**src/sv/sss_pkg.sv**
```systemverilog
`timescale 1ns / 1ps

package sss_pkg;

    localparam int MAX_SAMPLES = 65536;
    localparam int SAMPLE_BITS = 24;

    localparam int SMP_W     = 24;
    localparam int CNT_OUT_W = 17;
    localparam int SUM_W     = 40;
    localparam int SQ_W      = 63;
    localparam int PROD_W    = 2 * SMP_W;
    localparam int DIFF_W    = SMP_W + 1;
    localparam int CNT_W     = $clog2(MAX_SAMPLES + 1);
    localparam int SMP_SHIFT = SMP_W - SAMPLE_BITS;

    localparam int QUEUE_DEPTH = 2;
    localparam int QPTR_W      = (QUEUE_DEPTH > 1) ? $clog2(QUEUE_DEPTH) : 1;
    localparam int FILL_W      = $clog2(QUEUE_DEPTH + 1);

    typedef struct packed {
        logic [CNT_W-1:0]        count;
        logic signed [SMP_W-1:0] min_val;
        logic signed [SMP_W-1:0] max_val;
        logic [SMP_W-1:0]        peak;
        logic signed [SUM_W-1:0] sum;
        logic [SQ_W-1:0]         sq;
        logic signed [SMP_W-1:0] prev;
        logic [DIFF_W-1:0]       dmax;
        logic                    ovf;
    } t_stats;

    localparam t_stats STATS_CLEAR = '{
        count:   '0,
        min_val: {1'b0, {(SMP_W-1){1'b1}}},
        max_val: {1'b1, {(SMP_W-1){1'b0}}},
        peak:    '0,
        sum:     '0,
        sq:      '0,
        prev:    '0,
        dmax:    '0,
        ovf:     1'b0
    };

endpackage

```
**src/sv/sss_front.sv**
```systemverilog
`timescale 1ns / 1ps

module sss_front import sss_pkg::*; (
    input  logic                 i_clk,
    input  logic                 i_rst_n,
    input  logic                 i_valid,
    output logic                 o_ready,
    input  logic [SMP_W-1:0]     i_sample,
    input  logic                 i_last,
    output logic                 o_push,
    output t_stats               o_rec,
    input  logic                 i_full
);

    logic                    r_a_valid;
    logic                    r_a_last;
    logic signed [SMP_W-1:0] r_a_s;
    logic [PROD_W-1:0]       r_a_prod;
    t_stats                  r_st;
    t_stats                  n_st;
    t_stats                  n_upd;

    logic                    a_go;
    logic [SMP_W-1:0]        in_shl;
    logic signed [SMP_W-1:0] in_s;
    logic [SMP_W-1:0]        in_abs;
    logic [SMP_W-1:0]        a_abs;
    logic [DIFF_W-1:0]       d;
    logic [DIFF_W-1:0]       d_abs;

    always_comb begin
        in_shl = i_sample << SMP_SHIFT;
        in_s   = $signed(in_shl) >>> SMP_SHIFT;
        in_abs = in_s[SMP_W-1] ? (~in_s + 1'b1) : in_s;
    end

    assign a_go    = !r_a_last || !i_full;
    assign o_ready = !r_a_valid || a_go;
    assign o_push  = r_a_valid && r_a_last && a_go;
    assign o_rec   = n_upd;

    always_comb begin
        a_abs = r_a_s[SMP_W-1] ? (~r_a_s + 1'b1) : r_a_s;
        d     = {r_a_s[SMP_W-1], r_a_s} - {r_st.prev[SMP_W-1], r_st.prev};
        d_abs = d[DIFF_W-1] ? (~d + 1'b1) : d;

        n_upd = r_st;
        if (r_st.count == CNT_W'(MAX_SAMPLES)) begin
            n_upd.ovf = 1'b1;
        end else begin
            if ((r_st.count != '0) && (d_abs > r_st.dmax)) begin
                n_upd.dmax = d_abs;
            end
            if ($signed(r_a_s) < $signed(r_st.min_val)) begin
                n_upd.min_val = r_a_s;
            end
            if ($signed(r_a_s) > $signed(r_st.max_val)) begin
                n_upd.max_val = r_a_s;
            end
            if (a_abs > r_st.peak) begin
                n_upd.peak = a_abs;
            end
            n_upd.sum   = $signed(r_st.sum) + $signed(SUM_W'(r_a_s));
            n_upd.sq    = r_st.sq + SQ_W'(r_a_prod);
            n_upd.prev  = r_a_s;
            n_upd.count = r_st.count + 1'b1;
        end
        n_st = r_a_last ? STATS_CLEAR : n_upd;
    end

    always_ff @(posedge i_clk) begin
        if (!i_rst_n) begin
            r_a_valid <= 1'b0;
            r_a_last  <= 1'b0;
            r_st      <= STATS_CLEAR;
        end else begin
            if (o_ready) begin
                r_a_valid <= i_valid;
                if (i_valid) begin
                    r_a_last <= i_last;
                end
            end
            if (r_a_valid && a_go) begin
                r_st <= n_st;
            end
        end
    end

    always_ff @(posedge i_clk) begin
        if (i_valid && o_ready) begin
            r_a_s    <= in_s;
            r_a_prod <= PROD_W'(in_abs) * PROD_W'(in_abs);
        end
    end

endmodule

```
**src/sv/sss_queue.sv**
```systemverilog
`timescale 1ns / 1ps

module sss_queue import sss_pkg::*; (
    input  logic   i_clk,
    input  logic   i_rst_n,
    input  logic   i_push,
    input  t_stats i_data,
    output logic   o_full,
    input  logic   i_pop,
    output t_stats o_data,
    output logic   o_empty
);

    t_stats              r_mem [QUEUE_DEPTH];
    logic [QPTR_W-1:0]   r_wr_ptr;
    logic [QPTR_W-1:0]   r_rd_ptr;
    logic [FILL_W-1:0]   r_fill;

    assign o_full  = (r_fill == FILL_W'(QUEUE_DEPTH));
    assign o_empty = (r_fill == '0);
    assign o_data  = r_mem[r_rd_ptr];

    always_ff @(posedge i_clk) begin
        if (!i_rst_n) begin
            r_wr_ptr <= '0;
            r_rd_ptr <= '0;
            r_fill   <= '0;
        end else begin
            if (i_push) begin
                r_wr_ptr <= (r_wr_ptr == QPTR_W'(QUEUE_DEPTH - 1)) ? '0 : r_wr_ptr + 1'b1;
            end
            if (i_pop) begin
                r_rd_ptr <= (r_rd_ptr == QPTR_W'(QUEUE_DEPTH - 1)) ? '0 : r_rd_ptr + 1'b1;
            end
            if (i_push && !i_pop) begin
                r_fill <= r_fill + 1'b1;
            end else if (i_pop && !i_push) begin
                r_fill <= r_fill - 1'b1;
            end
        end
    end

    always_ff @(posedge i_clk) begin
        if (i_push) begin
            r_mem[r_wr_ptr] <= i_data;
        end
    end

endmodule

```
**src/sv/sss_back.sv**
```systemverilog
`timescale 1ns / 1ps

module sss_back import sss_pkg::*; (
    input  logic                    i_clk,
    input  logic                    i_rst_n,
    input  logic                    i_empty,
    input  t_stats                  i_data,
    output logic                    o_pop,
    output logic                    o_valid,
    input  logic                    i_ready,
    output logic [CNT_OUT_W-1:0]    o_sample_count,
    output logic signed [SMP_W-1:0] o_minimum,
    output logic signed [SMP_W-1:0] o_maximum,
    output logic [SMP_W-1:0]        o_peak_absolute,
    output logic signed [SMP_W-1:0] o_mean,
    output logic [SMP_W-1:0]        o_rms,
    output logic [SMP_W-1:0]        o_max_first_difference,
    output logic                    o_status
);

    localparam int DIV_W    = 64;
    localparam int STEP_W   = $clog2(DIV_W);
    localparam int ROOT_W   = PROD_W;

    localparam logic [2:0] S_IDLE = 3'd0;
    localparam logic [2:0] S_DIVM = 3'd1;
    localparam logic [2:0] S_DIVS = 3'd2;
    localparam logic [2:0] S_SQRT = 3'd3;
    localparam logic [2:0] S_DONE = 3'd4;

    logic [2:0]              r_state;
    t_stats                  r_rec;
    logic                    r_neg;
    logic [DIV_W-1:0]        r_q;
    logic [CNT_W-1:0]        r_rem;
    logic [STEP_W-1:0]       r_step;
    logic [SMP_W-1:0]        r_mean;
    logic [ROOT_W-1:0]       r_x;
    logic [ROOT_W-1:0]       r_root;
    logic [ROOT_W-1:0]       r_bit;

    logic                    r_out_valid;
    logic [CNT_OUT_W-1:0]    r_o_count;
    logic signed [SMP_W-1:0] r_o_min;
    logic signed [SMP_W-1:0] r_o_max;
    logic [SMP_W-1:0]        r_o_peak;
    logic signed [SMP_W-1:0] r_o_mean;
    logic [SMP_W-1:0]        r_o_rms;
    logic [SMP_W-1:0]        r_o_dmax;
    logic                    r_o_status;

    logic [SUM_W-1:0]        sum_mag;
    logic [CNT_W:0]          rem_sh;
    logic [CNT_W:0]          divisor;
    logic                    ge;
    logic [CNT_W:0]          rem_sub;
    logic [CNT_W-1:0]        rem_nx;
    logic [DIV_W-1:0]        q_nx;
    logic [SMP_W-1:0]        mean_mag;
    logic [ROOT_W-1:0]       trial;
    logic                    take;
    logic [ROOT_W-1:0]       x_nx;
    logic [ROOT_W-1:0]       root_nx;

    assign o_pop = (r_state == S_IDLE) && !i_empty;

    always_comb begin
        sum_mag  = i_data.sum[SUM_W-1] ? (~i_data.sum + 1'b1) : i_data.sum;
        rem_sh   = {r_rem, r_q[DIV_W-1]};
        divisor  = {1'b0, r_rec.count};
        ge       = (rem_sh >= divisor);
        rem_sub  = ge ? (rem_sh - divisor) : rem_sh;
        rem_nx   = rem_sub[CNT_W-1:0];
        q_nx     = {r_q[DIV_W-2:0], ge};
        mean_mag = q_nx[SMP_W-1:0];
        trial    = r_root + r_bit;
        take     = (r_x >= trial);
        x_nx     = take ? (r_x - trial) : r_x;
        root_nx  = take ? ((r_root >> 1) + r_bit) : (r_root >> 1);
    end

    always_ff @(posedge i_clk) begin
        if (!i_rst_n) begin
            r_state     <= S_IDLE;
            r_out_valid <= 1'b0;
        end else begin
            if ((r_state == S_DONE) && (!r_out_valid || i_ready)) begin
                r_out_valid <= 1'b1;
            end else if (i_ready) begin
                r_out_valid <= 1'b0;
            end
            case (r_state)
                S_IDLE: begin
                    if (!i_empty) begin
                        r_state <= S_DIVM;
                    end
                end
                S_DIVM: begin
                    if (r_step == STEP_W'(DIV_W - 1)) begin
                        r_state <= S_DIVS;
                    end
                end
                S_DIVS: begin
                    if (r_step == STEP_W'(DIV_W - 1)) begin
                        r_state <= S_SQRT;
                    end
                end
                S_SQRT: begin
                    if (r_bit[0]) begin
                        r_state <= S_DONE;
                    end
                end
                S_DONE: begin
                    if (!r_out_valid || i_ready) begin
                        r_state <= S_IDLE;
                    end
                end
                default: begin
                    r_state <= S_IDLE;
                end
            endcase
        end
    end

    always_ff @(posedge i_clk) begin
        case (r_state)
            S_IDLE: begin
                r_rec  <= i_data;
                r_neg  <= i_data.sum[SUM_W-1];
                r_q    <= DIV_W'(sum_mag);
                r_rem  <= '0;
                r_step <= '0;
            end
            S_DIVM: begin
                r_step <= r_step + 1'b1;
                if (r_step == STEP_W'(DIV_W - 1)) begin
                    r_mean <= r_neg ? (~mean_mag + 1'b1) : mean_mag;
                    r_q    <= DIV_W'(r_rec.sq);
                    r_rem  <= '0;
                end else begin
                    r_q    <= q_nx;
                    r_rem  <= rem_nx;
                end
            end
            S_DIVS: begin
                r_q    <= q_nx;
                r_rem  <= rem_nx;
                r_step <= r_step + 1'b1;
                if (r_step == STEP_W'(DIV_W - 1)) begin
                    r_x    <= q_nx[ROOT_W-1:0];
                    r_root <= '0;
                    r_bit  <= ROOT_W'(1) << (ROOT_W - 2);
                end
            end
            S_SQRT: begin
                r_x    <= x_nx;
                r_root <= root_nx;
                r_bit  <= r_bit >> 2;
            end
            S_DONE: begin
                if (!r_out_valid || i_ready) begin
                    r_o_count  <= CNT_OUT_W'(r_rec.count);
                    r_o_min    <= r_rec.min_val;
                    r_o_max    <= r_rec.max_val;
                    r_o_peak   <= r_rec.peak;
                    r_o_mean   <= r_mean;
                    r_o_rms    <= r_root[SMP_W-1:0];
                    r_o_dmax   <= r_rec.dmax[SMP_W-1:0];
                    r_o_status <= r_rec.ovf;
                end
            end
            default: begin
                r_step <= '0;
            end
        endcase
    end

    assign o_valid                = r_out_valid;
    assign o_sample_count         = r_o_count;
    assign o_minimum              = r_o_min;
    assign o_maximum              = r_o_max;
    assign o_peak_absolute        = r_o_peak;
    assign o_mean                 = r_o_mean;
    assign o_rms                  = r_o_rms;
    assign o_max_first_difference = r_o_dmax;
    assign o_status               = r_o_status;

endmodule

```
**src/sv/sample_stream_statistics.sv**
```systemverilog
`timescale 1ns / 1ps
// Running statistics over records of signed 24-bit samples.
// Input channel (i_in_valid / o_in_ready): one sample per transaction, i_last
// marks the final sample of a record. Output channel (o_out_valid /
// i_out_ready): one transaction per record with count, min, max, peak,
// mean, rms, largest first difference and an overflow status.
// Samples are taken at one per cycle while o_in_ready is high: a register
// stage forms the square, which is then folded into the running totals.
// A finished record enters a two-entry queue; the back end divides sum and
// sum of squares by the count (one quotient bit per cycle) and takes the
// square root. The back end works on one record at a time, so records
// shorter than its processing time stall the input once the queue fills.
// Records longer than 65536 samples saturate the count and flag status.
// While i_out_ready is low the result holds, the back end stops after its
// current record, and the input stalls once the queue is full.
// Synchronous reset clears the running statistics, the queue and the output valid.

module sample_stream_statistics import sss_pkg::*; (
    input  logic                    i_clk,
    input  logic                    i_rst_n,
    input  logic                    i_in_valid,
    output logic                    o_in_ready,
    input  logic [SMP_W-1:0]        i_sample,
    input  logic                    i_last,
    output logic                    o_out_valid,
    input  logic                    i_out_ready,
    output logic [CNT_OUT_W-1:0]    o_sample_count,
    output logic signed [SMP_W-1:0] o_minimum,
    output logic signed [SMP_W-1:0] o_maximum,
    output logic [SMP_W-1:0]        o_peak_absolute,
    output logic signed [SMP_W-1:0] o_mean,
    output logic [SMP_W-1:0]        o_rms,
    output logic [SMP_W-1:0]        o_max_first_difference,
    output logic                    o_status
);

    logic   push;
    logic   full;
    logic   pop;
    logic   empty;
    t_stats rec_in;
    t_stats rec_out;
    logic [SMP_W-1:0] mean_abs;

    sss_front u_front (
        .i_clk    (i_clk),
        .i_rst_n  (i_rst_n),
        .i_valid  (i_in_valid),
        .o_ready  (o_in_ready),
        .i_sample (i_sample),
        .i_last   (i_last),
        .o_push   (push),
        .o_rec    (rec_in),
        .i_full   (full)
    );

    sss_queue u_queue (
        .i_clk   (i_clk),
        .i_rst_n (i_rst_n),
        .i_push  (push),
        .i_data  (rec_in),
        .o_full  (full),
        .i_pop   (pop),
        .o_data  (rec_out),
        .o_empty (empty)
    );

    sss_back u_back (
        .i_clk                  (i_clk),
        .i_rst_n                (i_rst_n),
        .i_empty                (empty),
        .i_data                 (rec_out),
        .o_pop                  (pop),
        .o_valid                (o_out_valid),
        .i_ready                (i_out_ready),
        .o_sample_count         (o_sample_count),
        .o_minimum              (o_minimum),
        .o_maximum              (o_maximum),
        .o_peak_absolute        (o_peak_absolute),
        .o_mean                 (o_mean),
        .o_rms                  (o_rms),
        .o_max_first_difference (o_max_first_difference),
        .o_status               (o_status)
    );

    assign mean_abs = o_mean[SMP_W-1] ? (~o_mean + 1'b1) : o_mean;

    a_no_push_full: assert property (@(posedge i_clk) disable iff (!i_rst_n)
        !(push && full))
        else $error("record pushed into full queue");

    a_count_range: assert property (@(posedge i_clk) disable iff (!i_rst_n)
        o_out_valid |-> (o_sample_count != '0) && (o_sample_count <= MAX_SAMPLES))
        else $error("sample count out of range");

    a_status_full: assert property (@(posedge i_clk) disable iff (!i_rst_n)
        (o_out_valid && o_status) |-> (o_sample_count == MAX_SAMPLES))
        else $error("overflow status without saturated count");

    a_consistent: assert property (@(posedge i_clk) disable iff (!i_rst_n)
        o_out_valid |-> (o_minimum <= o_maximum) && (o_rms <= o_peak_absolute)
                        && (o_rms >= mean_abs))
        else $error("inconsistent record statistics");

endmodule
```
**config.mk**
```make
export PLATFORM = sky130hd
export DESIGN_NAME = sample_stream_statistics
export DESIGN_NICKNAME = d
export VERILOG_FILES = /design/src/sv/sss_pkg.sv /design/src/sv/sss_front.sv /design/src/sv/sss_queue.sv /design/src/sv/sss_back.sv /design/src/sv/sample_stream_statistics.sv
export SDC_FILE = /design/constraint.sdc
export NUM_CORES = 2
export LEC_CHECK = 0
export ABC_AREA = 1
export BUFFER_PORTS_ARGS = -buffer_cell sky130_fd_sc_hd__buf_2
export CORE_ASPECT_RATIO = 2
export CORE_MARGIN = 4
export CORE_UTILIZATION = 55
export CTS_CLUSTER_DIAMETER = 100
export CTS_CLUSTER_SIZE = 20
export DETAILED_ROUTE_END_ITERATION = 7
export GPL_ROUTABILITY_DRIVEN = 1
export PLACE_DENSITY_LB_ADDON = 0.1
export SYNTH_ARGS = -nofsm -noshare
export SYNTH_HDL_FRONTEND = slang
export SYNTH_HIERARCHICAL = 1
export SYNTH_SLANG_ARGS = --single-unit
```
**constraint.sdc**
```tcl
create_clock -name i_clk -period 35.2 [get_ports i_clk]
set_input_delay 1.76 -clock i_clk [delete_from_list [all_inputs] [get_ports i_clk]]
set_output_delay 1.76 -clock i_clk [all_outputs]
set_load 0.01 [all_outputs]
```
==> metrics.md <==
| Metric | Value |
|---|---|
| Most common cell after layout, fill and taps aside | `sky130_fd_sc_hd__nand2_1` |
| Hold Crit Class | `reg2reg` |
| DRC violation count after routing | `0` |
| Post-detailed-routing wire length | `298 mm` |
| Post_cts resized | `0` |
| Total of fill cells in the finished design | `between 10000 and 15000` |
| Transition at the pin with the smallest max-transition slack | `1.57 ns` |
| IO Count | `between 150 and 200` |
| Leakage dissipation | `~0.042 uW` |
| Post-route total power | `roughly 11000 uW` |
| Setup Buffers After CTS | `0` |
| Worst VDD drop | `between 0.2 and 0.25 mV` |
| Worst setup SP type | `primary input` |
| Total congestion overflow after global routing | `0` |
| RSZ-0062 raised after global routing | `no` |
| Mean Syn Cell Area | `just under 9 sq um` |
| Minimum clock period after layout | `approximately 11 ns` |
| Initial detailed-routing violation count | `approximately 4800` |
| Number of buffers on the longest clock path | `3` |
| Maximum number of pins on one net before global-route repair | `approximately 160` |
| Die X | `295 um` |
| Router iterations before antenna repair | `6` |
| Warnings, synthesis | `6` |
| Highest clock frequency the design can meet | `89.4 MHz` |
| Minimum hold slack | `0.414 ns` |
| Critical path's most frequent cell | `sky130_fd_sc_hd__nand2_1` |
| Clock slew at reported path FFs | `roughly 0.11 ns` |
| Vias in the first global route | `74500` |
| Post-CTS Hold Buffers | `0` |
| Clock Skew | `0.0458 ns` |
| Net Sw Frac | `51.9%` |
| Post-Synthesis Cells | `just over 10000` |
| Root cell of the clock tree | `sky130_fd_sc_hd__clkbuf_16` |
| Final hold violation count | `0` |
| Worst setup EP type | `flip-flop` |
| Sequential Power Share | `between 20% and 30%` |
| Net switching power | `5490 uW` |
| Number of vias per cell | `about 5.7` |
| Htree depth | `3` |
| Routability Congestion | `approximately 1.0` |
| Clock tree from TritonCTS | `yes` |
| Global-route wire length before repair | `442 mm` |
| Chip height | `581 um` |
| Number of buffers created by CTS | `76` |
| Reg-to-reg critical path endpoint | `u_queue/r_mem[0][23]` |
| Worst r2r src | `u_front/r_a_s[0]` |
| PD cells | `110 mW/mm^2` |
| Post-route setup slack | `around 24 ns` |
| Number of cells on the worst hold path | `0` |
| Area growth from synthesis to layout | `6.00%` |
| Final critical-path share of the clock period | `about a third` |
| Total number of nets in the final design | `11300` |
| R2R depth | `28` |
| Clock latency on the worst-skew pair | `around 0.72 ns` |
| Number of vias in the routed layout | `a little over 70000` |
| Cell internal power dissipation | `between 5000 and 6000 uW` |
| Category of the critical setup timing path | `in2reg` |
| Maximum fanout count along the critical path | `23` |
| Largest stage delay, worst path | `roughly 0.89 ns` |
| Number of maximum-capacitance constraint violations | `1` |
| Failing checks | `capacitance limit, slew limit` |
| Per-cell routed wire length | `roughly 24 um` |
| Setup TNS | `0 ns` |
| Pre-CTS worst setup slack | `23.51 ns` |
| Number of antenna violations at the first check in global routing | `5` |
| Initial core utilization | `between 50% and 60%` |
| Run status | `finished with violations` |
| Share of layout cells above drive strength 1 | `approximately 7%` |
| Final-report max-slew violation count | `4` |
| Count of input and output buffers | `roughly 190` |
| Most used cells in the layout excluding fill and tap cells | `sky130_fd_sc_hd__nand2_1, sky130_fd_sc_hd__inv_1, sky130_fd_sc_hd__edfxtp_1` |
| Min-Delay Endpoint | `u_back/o_peak_absolute[0]` |
| Placed wire-length estimate after detailed placement | `approximately 230 mm` |
| Relative contribution of combinational cells to total power | `between 60% and 70%` |
| Synthesized cell area | `between 0.09 and 0.1 sq mm` |
| Startpoint of the lowest-slack hold path | `u_back/r_rec[153]` |
| Critical Path RT | `35.73 ns` |
| Die outline area | `0.171 sq mm` |
| Site row count | `210` |
| Proportion of power drawn by the clock network | `under 10%` |
| Count of clock tree sinks | `~1300` |
| Cell type of the slowest stage on the worst timing path | `sky130_fd_sc_hd__nor4_1` |
| Global routing usage summed across all routing layers | `around 35%` |
| Tightest slew margin relative to the limit | `-4.97%` |
| Data arrival time of the worst path | `around 12 ns` |
| Flop-to-flop setup slack | `between 20 and 30 ns` |
| Setup violators final | `0` |
| Count of antenna-violating nets left after detailed routing | `0` |
| Placeable core region | `0.163 sq mm` |
[power by group through the flow]
stage          combinational, uW  clock, uW  sequential, uW
4_1_cts                     7110        976            2480
3_3_place_gp                7020          0            2500
6_report                    7140        954            2480
2_1_floorplan               4720          0            2450
5_1_grt                     7810       1030            2500
3_5_place_dp                7070          0            2510
[cell type report]
| type | count | area, sq um | share of cell area [%] |
|---|---|---|---|
| flip-flops and latches | 1328 | 37300 | 39.0 |
| repair buffers | 269 | 1560 | 1.63 |
| well taps | 2120 | 2650 | 2.77 |
| clock inverters | 9 | 191 | 0.200 |
| multi-input cells | 7003 | 45600 | 47.6 |
| diodes | 4 | 10.0 | 0.0104 |
| inverters | 1675 | 6310 | 6.59 |
| clock buffers | 128 | 2100 | 2.19 |
[how the worst max path moves through the flow]
| stage | start | end | slack, ns | cells past startpoint |
|---|---|---|---|---|
| 2_1_floorplan | u_queue/r_fill[1] | u_queue/r_mem[0][0] | 24.48 | 9 |
| 3_3_place_gp | i_sample[0] | u_front/r_a_prod[44] | 23.70 | 35 |
| 3_5_place_dp | i_sample[0] | u_front/r_a_prod[44] | 23.51 | 35 |
| 4_1_cts | i_sample[0] | u_front/r_a_prod[44] | 24.20 | 35 |
| 5_1_grt | i_sample[0] | u_front/r_a_prod[44] | 23.71 | 35 |
| 6_report | i_sample[0] | u_front/r_a_prod[44] | 24.01 | 35 |
[registers in the layout, summed over array words and instances, names as in the netlist, 24 cells and up, named ones only]
name	cells
u_queue/r_mem	434
u_front/r_st	242
u_back/r_rec	160
u_back/r_q	64
u_back/r_root	48
u_back/r_x	48
u_front/r_a_prod	46
u_back/o_max_first_difference	24
u_back/o_maximum	24
u_back/o_mean	24
u_back/o_minimum	24
u_back/o_peak_absolute	24
u_back/o_rms	24
u_back/r_bit	24
u_back/r_mean	24
u_front/r_a_s	24
[critical path: cells and delay by family]
kind | cells | cell delay (ns)
and+or+nand+nor | 18 | 4.24
adders and majority gates | 8 | 3.95
buffers and inverters | 8 | 1.54
xor gates and xnor gates | 1 | 0.19
[stage by stage]
| step | util, % | cells | instance area (sq um) |
|---|---|---|---|
| after global routing | 58.6 | 12500 | 95800 |
| after CTS | 58.6 | 12500 | 95800 |
| after detailed placement | 57.2 | 12400 | 93500 |
| after global placement | 57.2 | 12400 | 93500 |
| final | 58.6 | 12500 | 95800 |
| after floorplan | - | 10300 | 90500 |
[per-layer routing]
metal	up-vias	wire length [um]	GRT usage, %
met5	-	22	0
met4	4	34100	31.3
met3	1117	14000	4.90
met2	2385	158000	65.0
met1	34100	92700	31.8
li1	33700	-	-
(Power assumes the default switching activity.)
